[config.mk]
export PLATFORM = sky130hd
export DESIGN_NAME = smf_track_event_parser
export DESIGN_NICKNAME = d
export VERILOG_FILES = /design/src/rtl/smf_pkg.sv /design/src/rtl/smf_front.sv /design/src/rtl/smf_back.sv /design/src/rtl/smf_track_event_parser.sv
export SDC_FILE = /design/constraint.sdc
export NUM_CORES = 1
export LEC_CHECK = 0
export BUFFER_PORTS_ARGS = -buffer_cell sky130_fd_sc_hd__buf_2
export CORE_MARGIN = 10
export CORE_UTILIZATION = 40
export DETAILED_ROUTE_END_ITERATION = 8
export GPL_ROUTABILITY_DRIVEN = 0
export GPL_TIMING_DRIVEN = 0
export PLACE_DENSITY_LB_ADDON = 0.12
export SYNTH_ARGS = -nofsm -noshare
export SYNTH_HDL_FRONTEND = slang
export SYNTH_SLANG_ARGS = --single-unit
export TNS_END_PERCENT = 1
[constraint.sdc]
create_clock -name clk -period 12.66 [get_ports clk]
set_input_delay 2.532 -clock clk [delete_from_list [all_inputs] [get_ports clk]]
set_output_delay 2.532 -clock clk [all_outputs]
set_load 0.03 [all_outputs]
[src/rtl/smf_pkg.sv]
// shared types, constants and byte classification for the track event parser
package smf_pkg;

    localparam logic [7:0] STATUS_BIT   = 8'h80;
    localparam logic [7:0] SYSTEM_BASE  = 8'hF0;
    localparam logic [6:0] DATA_MASK    = 7'h7F;
    localparam logic [7:0] SYSEX_START  = 8'hF0;
    localparam logic [7:0] SYSEX_ESCAPE = 8'hF7;
    localparam logic [7:0] META_STATUS  = 8'hFF;
    localparam logic [7:0] META_EOT     = 8'h2F;
    localparam logic [7:0] META_TEMPO   = 8'h51;
    localparam logic [7:0] PROGRAM_HI   = 8'hC0;
    localparam logic [7:0] PRESSURE_HI  = 8'hD0;

    typedef enum logic [3:0] {
        PH_DELTA   = 4'd0,
        PH_STATUS  = 4'd1,
        PH_DATA1   = 4'd2,
        PH_DATA2   = 4'd3,
        PH_CLASS   = 4'd4,
        PH_LEN     = 4'd5,
        PH_PAYLOAD = 4'd6,
        PH_DONE    = 4'd7,
        PH_ERROR   = 4'd8
    } phase_t;

    typedef enum logic [2:0] {
        K_CHAN  = 3'd0,
        K_SYSEX = 3'd1,
        K_TEMPO = 3'd2,
        K_META  = 3'd3,
        K_EOT   = 3'd4,
        K_ERR   = 3'd5,
        K_NONE  = 3'd7
    } kind_t;

    typedef enum logic [1:0] {
        E_NONE    = 2'd0,
        E_RUNNING = 2'd1,
        E_TRUNC   = 2'd2,
        E_ILLEGAL = 2'd3
    } err_t;

    // classified track byte, as queued between front and back
    typedef struct packed {
        logic [7:0] data;
        logic       first;
        logic       last;
        logic       is_data;
        logic       is_chan;
        logic       is_sysex;
        logic       is_meta;
        logic       is_illegal;
    } cmd_t;

    // one finished event
    typedef struct packed {
        kind_t       kind;
        logic [31:0] tick;
        logic [7:0]  status;
        logic [7:0]  first;
        logic [7:0]  second;
        logic [31:0] len;
        logic [23:0] tempo;
        err_t        err;
    } res_t;

    // program change and channel pressure carry a single data byte
    function automatic logic one_data_byte(input logic [7:0] status);
        logic [7:0] hi;
        hi = status & SYSTEM_BASE;
        return (hi == PROGRAM_HI) || (hi == PRESSURE_HI);
    endfunction

endpackage

[src/rtl/smf_front.sv]
// front end: classifies incoming track bytes and queues them for the parser
module smf_front
    import smf_pkg::*;
#(
    parameter int DEPTH = 4
)
(
    input  logic       clk,
    input  logic       rst_n,
    input  logic       push,
    output logic       full,
    input  logic [7:0] data_byte,
    input  logic       first_of_track,
    input  logic       last_of_track,
    output logic       cmd_valid,
    output cmd_t       cmd_head,
    input  logic       cmd_take
);

    localparam int PW = (DEPTH > 1) ? $clog2(DEPTH) : 1;
    localparam int CW = $clog2(DEPTH + 1);

    cmd_t            queue_mem [DEPTH];
    logic [PW-1:0]   wr_ptr_reg, wr_ptr_next;
    logic [PW-1:0]   rd_ptr_reg, rd_ptr_next;
    logic [CW-1:0]   count_reg, count_next;
    cmd_t            cls;
    logic            push_fire;
    logic            pop_fire;

    always_comb
    begin
        cls.data       = data_byte;
        cls.first      = first_of_track;
        cls.last       = last_of_track;
        cls.is_data    = (data_byte & STATUS_BIT) == 8'h00;
        cls.is_chan    = ((data_byte & STATUS_BIT) != 8'h00) && (data_byte < SYSTEM_BASE);
        cls.is_sysex   = (data_byte == SYSEX_START) || (data_byte == SYSEX_ESCAPE);
        cls.is_meta    = data_byte == META_STATUS;
        cls.is_illegal = (data_byte >= SYSTEM_BASE) && (data_byte != SYSEX_START)
                         && (data_byte != SYSEX_ESCAPE) && (data_byte != META_STATUS);
    end

    assign full      = count_reg == CW'(DEPTH);
    assign cmd_valid = count_reg != '0;
    assign cmd_head  = queue_mem[rd_ptr_reg];
    assign push_fire = push && !full;
    assign pop_fire  = cmd_take && cmd_valid;

    always_comb
    begin
        wr_ptr_next = wr_ptr_reg;
        rd_ptr_next = rd_ptr_reg;
        count_next  = count_reg;
        if (push_fire)
        begin
            wr_ptr_next = (wr_ptr_reg == PW'(DEPTH - 1)) ? '0 : wr_ptr_reg + 1'b1;
        end
        if (pop_fire)
        begin
            rd_ptr_next = (rd_ptr_reg == PW'(DEPTH - 1)) ? '0 : rd_ptr_reg + 1'b1;
        end
        if (push_fire && !pop_fire)
        begin
            count_next = count_reg + 1'b1;
        end
        else if (pop_fire && !push_fire)
        begin
            count_next = count_reg - 1'b1;
        end
    end

    always_ff @(posedge clk or negedge rst_n)
    begin
        if (!rst_n)
        begin
            wr_ptr_reg <= '0;
            rd_ptr_reg <= '0;
            count_reg  <= '0;
        end
        else
        begin
            wr_ptr_reg <= wr_ptr_next;
            rd_ptr_reg <= rd_ptr_next;
            count_reg  <= count_next;
        end
    end

    always_ff @(posedge clk)
    begin
        if (push_fire)
        begin
            queue_mem[wr_ptr_reg] <= cls;
        end
    end

endmodule

[src/rtl/smf_back.sv]
// back end: event parser state machine and two-entry result queue
module smf_back
    import smf_pkg::*;
(
    input  logic clk,
    input  logic rst_n,
    input  logic cmd_valid,
    input  cmd_t cmd_head,
    output logic cmd_take,
    input  logic pop,
    output logic empty,
    output res_t res_head
);

    phase_t      phase_reg, phase_next;
    logic [7:0]  rs_reg, rs_next;
    logic [31:0] tick_reg, tick_next;
    logic [31:0] acc_reg, acc_next;
    logic [7:0]  cur_reg, cur_next;
    logic [7:0]  hf_reg, hf_next;
    logic [7:0]  hs_reg, hs_next;
    logic [31:0] total_reg, total_next;
    logic [31:0] left_reg, left_next;
    logic [23:0] tempo_reg, tempo_next;
    logic [1:0]  pidx_reg, pidx_next;

    // state as seen by this byte, after an optional track restart
    phase_t      e_phase;
    logic [7:0]  e_rs, e_cur, e_hf;
    logic [31:0] e_tick, e_acc, e_total, e_left;
    logic [23:0] e_tempo;
    logic [1:0]  e_pidx;

    logic [7:0]  b;
    logic [31:0] acc_push;
    logic [31:0] left_dec;
    logic [31:0] tick_upd;
    logic [23:0] tempo_upd;
    logic [1:0]  pidx_upd;
    logic        number_end;

    kind_t       kind;
    err_t        err;
    res_t        res;
    logic        res_valid;
    logic        go;

    res_t        res_mem [2];
    logic        wr_ptr_reg, rd_ptr_reg;
    logic [1:0]  count_reg, count_next;
    logic        pop_fire;
    logic        push_fire;
    logic        space;

    function automatic kind_t meta_kind(input logic [7:0] status, input logic [7:0] cls);
        kind_t k;
        if (status != META_STATUS)
        begin
            k = K_SYSEX;
        end
        else if (cls == META_EOT)
        begin
            k = K_EOT;
        end
        else if (cls == META_TEMPO)
        begin
            k = K_TEMPO;
        end
        else
        begin
            k = K_META;
        end
        return k;
    endfunction

    assign pop_fire  = pop && (count_reg != 2'd0);
    assign space     = (count_reg != 2'd2) || pop_fire;
    assign go        = cmd_valid && space;
    assign cmd_take  = go;
    assign push_fire = go && res_valid;
    assign empty     = count_reg == 2'd0;
    assign res_head  = res_mem[rd_ptr_reg];

    always_comb
    begin
        if (cmd_head.first)
        begin
            e_phase = PH_DELTA;
            e_rs    = '0;
            e_cur   = '0;
            e_hf    = '0;
            e_tick  = '0;
            e_acc   = '0;
            e_total = '0;
            e_left  = '0;
            e_tempo = '0;
            e_pidx  = '0;
        end
        else
        begin
            e_phase = phase_reg;
            e_rs    = rs_reg;
            e_cur   = cur_reg;
            e_hf    = hf_reg;
            e_tick  = tick_reg;
            e_acc   = acc_reg;
            e_total = total_reg;
            e_left  = left_reg;
            e_tempo = tempo_reg;
            e_pidx  = pidx_reg;
        end
    end

    assign b          = cmd_head.data;
    assign number_end = cmd_head.is_data;
    assign acc_push   = {e_acc[24:0], b[6:0] & DATA_MASK};
    assign left_dec   = e_left - 32'd1;
    assign tick_upd   = (e_phase == PH_DELTA && number_end) ? e_tick + acc_push : e_tick;
    assign pidx_upd   = (e_pidx != 2'd3) ? e_pidx + 2'd1 : e_pidx;

    always_comb
    begin
        case (e_pidx)
            2'd0:    tempo_upd = e_tempo | {b, 16'h0000};
            2'd1:    tempo_upd = e_tempo | {8'h00, b, 8'h00};
            2'd2:    tempo_upd = e_tempo | {16'h0000, b};
            default: tempo_upd = e_tempo;
        endcase
    end

    // result of this byte
    always_comb
    begin
        kind       = K_NONE;
        err        = E_NONE;
        res.kind   = K_NONE;
        res.tick   = tick_upd;
        res.status = e_cur;
        res.first  = e_hf;
        res.second = 8'h00;
        res.len    = 32'd0;
        res.tempo  = 24'h000000;
        res.err    = E_NONE;
        case (e_phase)
            PH_DELTA, PH_CLASS, PH_DONE, PH_ERROR:
            begin
                kind = K_NONE;
            end
            PH_STATUS:
            begin
                res.first = b;
                if (cmd_head.is_data)
                begin
                    if (e_rs == 8'h00)
                    begin
                        err = E_RUNNING;
                    end
                    else if (one_data_byte(e_rs))
                    begin
                        kind       = K_CHAN;
                        res.status = e_rs;
                        res.len    = 32'd2;
                    end
                end
                else if (cmd_head.is_illegal)
                begin
                    err = E_ILLEGAL;
                end
            end
            PH_DATA1:
            begin
                res.first = b;
                if (one_data_byte(e_cur))
                begin
                    kind    = K_CHAN;
                    res.len = 32'd2;
                end
            end
            PH_DATA2:
            begin
                kind       = K_CHAN;
                res.second = b;
                res.len    = 32'd3;
            end
            PH_LEN:
            begin
                if (number_end && acc_push == 32'd0)
                begin
                    kind = meta_kind(e_cur, e_hf);
                end
            end
            default:
            begin
                if (left_dec == 32'd0)
                begin
                    kind      = meta_kind(e_cur, e_hf);
                    res.len   = e_total;
                    res.tempo = tempo_upd;
                end
            end
        endcase

        // truncated track
        if (err == E_NONE && cmd_head.last && kind != K_EOT &&
            e_phase != PH_DONE && e_phase != PH_ERROR)
        begin
            err = E_TRUNC;
        end

        res.kind = kind;
        if (kind != K_CHAN)
        begin
            res.second = 8'h00;
        end
        if (kind == K_SYSEX)
        begin
            res.first = 8'h00;
        end
        if (kind != K_TEMPO)
        begin
            res.tempo = 24'h000000;
        end
        if (err != E_NONE)
        begin
            res.kind   = K_ERR;
            res.status = 8'h00;
            res.first  = 8'h00;
            res.second = 8'h00;
            res.len    = 32'd0;
            res.tempo  = 24'h000000;
            res.err    = err;
        end
        res_valid = (err != E_NONE) || (kind != K_NONE);
    end

    // parser state update
    always_comb
    begin
        phase_next = phase_reg;
        rs_next    = rs_reg;
        tick_next  = tick_reg;
        acc_next   = acc_reg;
        cur_next   = cur_reg;
        hf_next    = hf_reg;
        hs_next    = hs_reg;
        total_next = total_reg;
        left_next  = left_reg;
        tempo_next = tempo_reg;
        pidx_next  = pidx_reg;
        if (go)
        begin
            phase_next = e_phase;
            rs_next    = e_rs;
            tick_next  = tick_upd;
            acc_next   = e_acc;
            cur_next   = e_cur;
            hf_next    = e_hf;
            hs_next    = cmd_head.first ? 8'h00 : hs_reg;
            total_next = e_total;
            left_next  = e_left;
            tempo_next = e_tempo;
            pidx_next  = e_pidx;
            case (e_phase)
                PH_DONE, PH_ERROR:
                begin
                    phase_next = e_phase;
                end
                PH_DELTA:
                begin
                    acc_next = number_end ? 32'd0 : acc_push;
                    if (number_end)
                    begin
                        phase_next = PH_STATUS;
                    end
                end
                PH_STATUS:
                begin
                    hf_next    = 8'h00;
                    hs_next    = 8'h00;
                    total_next = 32'd0;
                    left_next  = 32'd0;
                    tempo_next = 24'h000000;
                    pidx_next  = 2'd0;
                    if (cmd_head.is_data)
                    begin
                        if (e_rs != 8'h00)
                        begin
                            cur_next = e_rs;
                            hf_next  = b;
                            if (!one_data_byte(e_rs))
                            begin
                                phase_next = PH_DATA2;
                            end
                        end
                    end
                    else if (cmd_head.is_chan)
                    begin
                        rs_next    = b;
                        cur_next   = b;
                        phase_next = PH_DATA1;
                    end
                    else if (cmd_head.is_sysex)
                    begin
                        cur_next   = b;
                        phase_next = PH_LEN;
                    end
                    else if (cmd_head.is_meta)
                    begin
                        cur_next   = b;
                        phase_next = PH_CLASS;
                    end
                end
                PH_DATA1:
                begin
                    hf_next = b;
                    if (!one_data_byte(e_cur))
                    begin
                        phase_next = PH_DATA2;
                    end
                end
                PH_DATA2:
                begin
                    hs_next = b;
                end
                PH_CLASS:
                begin
                    hf_next    = b;
                    phase_next = PH_LEN;
                end
                PH_LEN:
                begin
                    acc_next = number_end ? 32'd0 : acc_push;
                    if (number_end)
                    begin
                        total_next = acc_push;
                        left_next  = acc_push;
                        if (acc_push != 32'd0)
                        begin
                            phase_next = PH_PAYLOAD;
                        end
                    end
                end
                default:
                begin
                    tempo_next = tempo_upd;
                    pidx_next  = pidx_upd;
                    left_next  = left_dec;
                end
            endcase
            if (err != E_NONE)
            begin
                phase_next = PH_ERROR;
            end
            else if (kind == K_EOT)
            begin
                phase_next = PH_DONE;
            end
            else if (kind != K_NONE)
            begin
                phase_next = PH_DELTA;
            end
        end
    end

    always_comb
    begin
        count_next = count_reg;
        if (push_fire && !pop_fire)
        begin
            count_next = count_reg + 2'd1;
        end
        else if (pop_fire && !push_fire)
        begin
            count_next = count_reg - 2'd1;
        end
    end

    always_ff @(posedge clk or negedge rst_n)
    begin
        if (!rst_n)
        begin
            phase_reg  <= PH_DELTA;
            rs_reg     <= '0;
            tick_reg   <= '0;
            acc_reg    <= '0;
            cur_reg    <= '0;
            hf_reg     <= '0;
            hs_reg     <= '0;
            total_reg  <= '0;
            left_reg   <= '0;
            tempo_reg  <= '0;
            pidx_reg   <= '0;
            wr_ptr_reg <= 1'b0;
            rd_ptr_reg <= 1'b0;
            count_reg  <= 2'd0;
        end
        else
        begin
            phase_reg  <= phase_next;
            rs_reg     <= rs_next;
            tick_reg   <= tick_next;
            acc_reg    <= acc_next;
            cur_reg    <= cur_next;
            hf_reg     <= hf_next;
            hs_reg     <= hs_next;
            total_reg  <= total_next;
            left_reg   <= left_next;
            tempo_reg  <= tempo_next;
            pidx_reg   <= pidx_next;
            count_reg  <= count_next;
            if (push_fire)
            begin
                wr_ptr_reg <= ~wr_ptr_reg;
            end
            if (pop_fire)
            begin
                rd_ptr_reg <= ~rd_ptr_reg;
            end
        end
    end

    always_ff @(posedge clk)
    begin
        if (push_fire)
        begin
            res_mem[wr_ptr_reg] <= res;
        end
    end

endmodule

[src/rtl/smf_track_event_parser.sv]
// top level of the midi file track event parser
//
// input channel: one track byte per request, with first_of_track and
// last_of_track flags; a request is taken on a rising edge with push high
// and full low
// result channel: one finished event per request; the oldest event sits on
// the result ports while empty is low and leaves on an edge with pop high
// a taken byte is first written into the front queue, then parsed and its
// event written into the result queue, after which empty can fall
// throughput: one byte per cycle while the result queue has room, set by the
// parser update in the back end; most bytes give no event
// the front queue (CMD_QUEUE_DEPTH requests) and the two-entry result queue
// let either side stall: when pop stays low the result queue fills, the
// parser stops, the front queue fills and full rises
// reset clears all queues and parser state; the parser waits for a delta
// time with tick zero and no running status
// errors latch the parser until a byte flagged first_of_track arrives
module smf_track_event_parser
    import smf_pkg::*;
#(
    parameter int CMD_QUEUE_DEPTH = 4
)
(
    input  logic        clk,
    input  logic        rst_n,
    input  logic        push,
    output logic        full,
    input  logic [7:0]  data_byte,
    input  logic        first_of_track,
    input  logic        last_of_track,
    input  logic        pop,
    output logic        empty,
    output logic [2:0]  event_kind,
    output logic [31:0] event_tick,
    output logic [7:0]  status_byte,
    output logic [7:0]  first_data,
    output logic [7:0]  second_data,
    output logic [31:0] event_length,
    output logic [23:0] tempo_value,
    output logic [1:0]  error_code
);

    logic cmd_valid;
    logic cmd_take;
    cmd_t cmd_head;
    res_t res_head;

    // classify and queue raw bytes
    smf_front #(
        .DEPTH (CMD_QUEUE_DEPTH)
    ) u_front (
        .clk            (clk),
        .rst_n          (rst_n),
        .push           (push),
        .full           (full),
        .data_byte      (data_byte),
        .first_of_track (first_of_track),
        .last_of_track  (last_of_track),
        .cmd_valid      (cmd_valid),
        .cmd_head       (cmd_head),
        .cmd_take       (cmd_take)
    );

    // parse and buffer finished events
    smf_back u_back (
        .clk       (clk),
        .rst_n     (rst_n),
        .cmd_valid (cmd_valid),
        .cmd_head  (cmd_head),
        .cmd_take  (cmd_take),
        .pop       (pop),
        .empty     (empty),
        .res_head  (res_head)
    );

    // unpack the head result onto the ports
    assign event_kind   = res_head.kind;
    assign event_tick   = res_head.tick;
    assign status_byte  = res_head.status;
    assign first_data   = res_head.first;
    assign second_data  = res_head.second;
    assign event_length = res_head.len;
    assign tempo_value  = res_head.tempo;
    assign error_code   = res_head.err;

    // error code present exactly on error events
    a_err_code: assert property (@(posedge clk) disable iff (!rst_n)
        !empty |-> ((event_kind == K_ERR) == (error_code != E_NONE)))
        else $error("error code does not match event kind");

    // channel events are two or three bytes long
    a_chan_len: assert property (@(posedge clk) disable iff (!rst_n)
        (!empty && event_kind == K_CHAN) |-> (event_length == 32'd2 || event_length == 32'd3))
        else $error("channel event with bad length");

    // tempo only reported on tempo meta events
    a_tempo: assert property (@(posedge clk) disable iff (!rst_n)
        (!empty && event_kind != K_TEMPO) |-> (tempo_value == 24'h000000))
        else $error("tempo value on non tempo event");

    // a held result stays put while the receiver stalls
    a_hold: assert property (@(posedge clk) disable iff (!rst_n)
        (!empty && !pop) |=> (!empty && $stable(event_kind) && $stable(event_tick)))
        else $error("result changed while stalled");

endmodule

==> run_results.csv <==
group,metric,value,unit
logic_synthesis,yosysWarnings,0,
worst_setup_path,crit-reg2reg-capture,"u_back.res_mem[0][48]",
timing,hold_violations,0,
finish,largest_reg_flops,234,
global_routing,grt-ovfl-total,0,
floorplan,initial_core_util,40.40,%
clock_tree,insertion_delay,620,ps
job,maxCapViolations,0,
worst_setup_path,critical_path.startpoint_type,"flip-flop",
timing,max_slew_margin,7.188,%
global_routing,antenna_found_initial,2,
pwr,p_per_area,300.2,mW/mm2
pwr,peakVddDrop,0.1560,mV
worst_setup_path,worstRegToRegCells,24,
detailed_routing,dr.pass1.iters,5,
floorplan,rows,89,
timing,fin_crit_sh,64.93,%
logic_synthesis,synth_cells,2091,
clock_tree,cts_hold_buf,0,
detailed_routing,routed-via-count,17700,
logic_synthesis,ys_seq_area_share,56.54,%
floorplan,core,0.05902,mm2
detailed_routing,antenna_left,0,
pwr,leakagePower,10.79,nW
worst_setup_path,r2r_setup_slack,4440,ps
finish,max_flop_register,"u_back.res_mem",
finish,final_area,0.02729,mm2
finish,diodes,0,
detailed_routing,avgViaCountPerCell,5.706,
logic_synthesis,syn-num-nets,2147,
detailed_routing,wl_per_cell,23.31,um
worst_setup_path,crit_fanout,31,
timing,period_needed,8220,ps
worst_setup_path,crit_type,"reg2reg",
worst_setup_path,r2r-start,"u_front.rd_ptr_reg[1]",
worst_setup_path,worstPathArrival,8520,ps
floorplan,die_w,264.2,um
timing,finalSetupViolations,0,
run_status,status,"completed",
timing,rsz0062_at_grt,"no",
floorplan,io_pins,133,
worst_setup_path,crit_required,12960,ps
timing,drv_slew,0,
floorplan,fp.dieArea,0.06978,mm2
placed_design,place_ws,4649,ps
global_routing,first_global_vias,17560,
clock_tree,post_cts_resized,0,
finish,utilization,46.24,%
clock_tree,clkTransAtPathRegs,60,ps
clock_tree,cts_buffers,52,
hold_path,min_from,"u_back.tick_reg[7]",
logic_synthesis,synth_edf_count,294,
finish,mostFrequentLayoutCell,"edfxtp_1",
logic_synthesis,synth_cell_types,91,
logic_synthesis,synthesis.area,0.02385,mm2
timing,skew,24.81,ps
global_routing,grt_util_all_layers,20.24,%
hold_path,hold-path-cell-count,2,
logic_synthesis,ys.flop_type,"edfxtp_1",
logic_synthesis,syn_avg_cell_area,11.40,um2
hold_path,hold_class,"reg2reg",
clock_tree,cts_tree,"built",
detailed_routing,drc,0,
timing,fmax,121.7,MHz
clock_tree,root_buffer,"clkbuf_16",
placed_design,hpwl,51.77,mm
worst_setup_path,end_kind,"flip-flop",
logic_synthesis,synthArstFlopShare,38.75,%
finish,drive_gt1_share,18.86,%
timing,timing.final.ws_setup,4440,ps
finish,nNetsFinal,2340,
clock_tree,htreeDepth,2,
placed_design,place_area,0.02565,mm2
floorplan,die_h,264.2,um
logic_synthesis,yosys_register_bits,480,
global_routing,grt_pass1_wl,110.1,mm
clock_tree,post_cts_buffers,0,
finish,mostFrequentLayoutCells,"edfxtp_1, nand2_1, dfrtp_1",
global_routing,grt_start_max_net_pins,105,
finish,area_delta_synth_final,14.45,%
finish,biggestRegsByFlops,"u_back.res_mem: 234 flops, u_front.queue_mem: 60 flops",
clock_tree,clock-sinks,480,
detailed_routing,routed_wl,72.28,mm
hold_path,min_to,"u_back.tick_reg[7]",
clock_tree,clockBufferDepth,3,
detailed_routing,detail_route.iter0.violations,1663,
timing,worstMarginPinSlew,1392,ps
placed_design,port_buffers,132,
==> worst max path at each step <==
stage                                        to                  start  slack [ps]  depth (start not counted)
after floorplan            u_back.res_mem[0][0]  u_front.rd_ptr_reg[1]        2760                         20
after global placement    u_back.res_mem[0][48]  u_front.rd_ptr_reg[1]       -2700                         21
after detailed placement  u_back.res_mem[0][51]  u_front.rd_ptr_reg[1]        4650                         24
after CTS                 u_back.res_mem[0][48]  u_front.rd_ptr_reg[1]        4580                         24
after global routing      u_back.res_mem[0][48]  u_front.rd_ptr_reg[1]        4100                         24
final                     u_back.res_mem[0][48]  u_front.rd_ptr_reg[1]        4440                         24
==> cell type report <==
class,count,area (um2)
Tap cell,773,967.2
Buffer,130,570.5
Fill cell,5520,31730
Inverter,59,221.5
Clock buffer,72,1416
Clock inverter,26,222.7
Sequential cell,480,13480
Multi-Input combinational cell,1422,9583
Timing Repair Buffer,139,825.8
==> Yosys cell counts (13+ instances only) <==
cell,count,area (um2)
buf_1,20,75.07
xnor2_1,22,192.7
mux2_2,142,1599
o31ai_1,13,97.59
nand2_1,225,844.6
a22o_1,66,578.1
nor3_1,48,240.2
mux4_2,14,315.3
a22oi_1,26,195.2
nor2b_1,43,269.0
dfrtp_1,186,4654
nand4_1,18,112.6
nand3_1,37,185.2
inv_1,58,217.7
nor4_1,20,125.1
edfxtp_1,294,8828
and2_1,40,250.2
o21ai_0,161,805.8
clkbuf_1,92,345.3
ha_1,40,500.5
xor2_1,24,210.2
nor2_1,126,473.0
mux2i_1,13,130.1
a21oi_1,134,670.6
nand2b_1,14,87.58
o21a_1,14,105.1
==> kinds of logic (layout without fill, tap and decap cells) <==
logic type / after synthesis / count (layout) / share of synthesized area [%]
fa+ha+maj: 42 / 42 / 2.267
flops: 480 / 480 / 56.54
compound gates: 510 / 510 / 13.64
buf+inv: 189 / 426 / 3.321
mux: 170 / 170 / 8.621
simple gates: 654 / 654 / 13.92
xor+xnor: 46 / 46 / 1.690
==> power breakdown <==
part / switching (W) / internal, W
clock: 0.000640 / 0.000828
sequential: 0.000222 / 0.00231
combinational: 0.00294 / 0.00125
==> worst max-delay path, stage by stage, from the launching register on <==
cell,delay (ps)
dfrtp_1,350
buf_4,210
mux2i_1,200
mux2_2,310
clkbuf_1,590
buf_1,740
clkbuf_1,590
clkbuf_1,600
nand2_1,190
ha_1,220
buf_4,170
nor4b_4,160
nand2_2,130
buf_4,220
nor4b_2,80
xor2_1,180
a2111oi_0,450
nand3_1,250
nor4_4,490
or3_1,350
nand2_1,190
nor2_4,440
buf_12,250
buf_12,220
buf_12,230
==> metrics by stage <==
step                setup TNS (ps)  hold slack, ps  instances  power (W)
finish                           0           464.0       3101   0.008191
global route                     0           497.7       3101   0.008658
CTS                              0           470.0       3101   0.008218
detailed placement               0           456.4       3003   0.006731
global placement           -312960           452.0       2996   0.006730
floorplan                        0           437.9       2091   0.005315
==> routing by layer <==
| layer | up-vias | track usage [%] | part of all wire (%) |
|---|---|---|---|
| met5 | - | 0 | 0.037 |
| met4 | 4 | 5.591 | 2.6 |
| met3 | 120 | 4.104 | 7.5 |
| met2 | 675 | 31.92 | 46 |
| met1 | 8796 | 27.85 | 44 |
| li1 | 8100 | - | - |
Power figures use the tool's default switching activity.
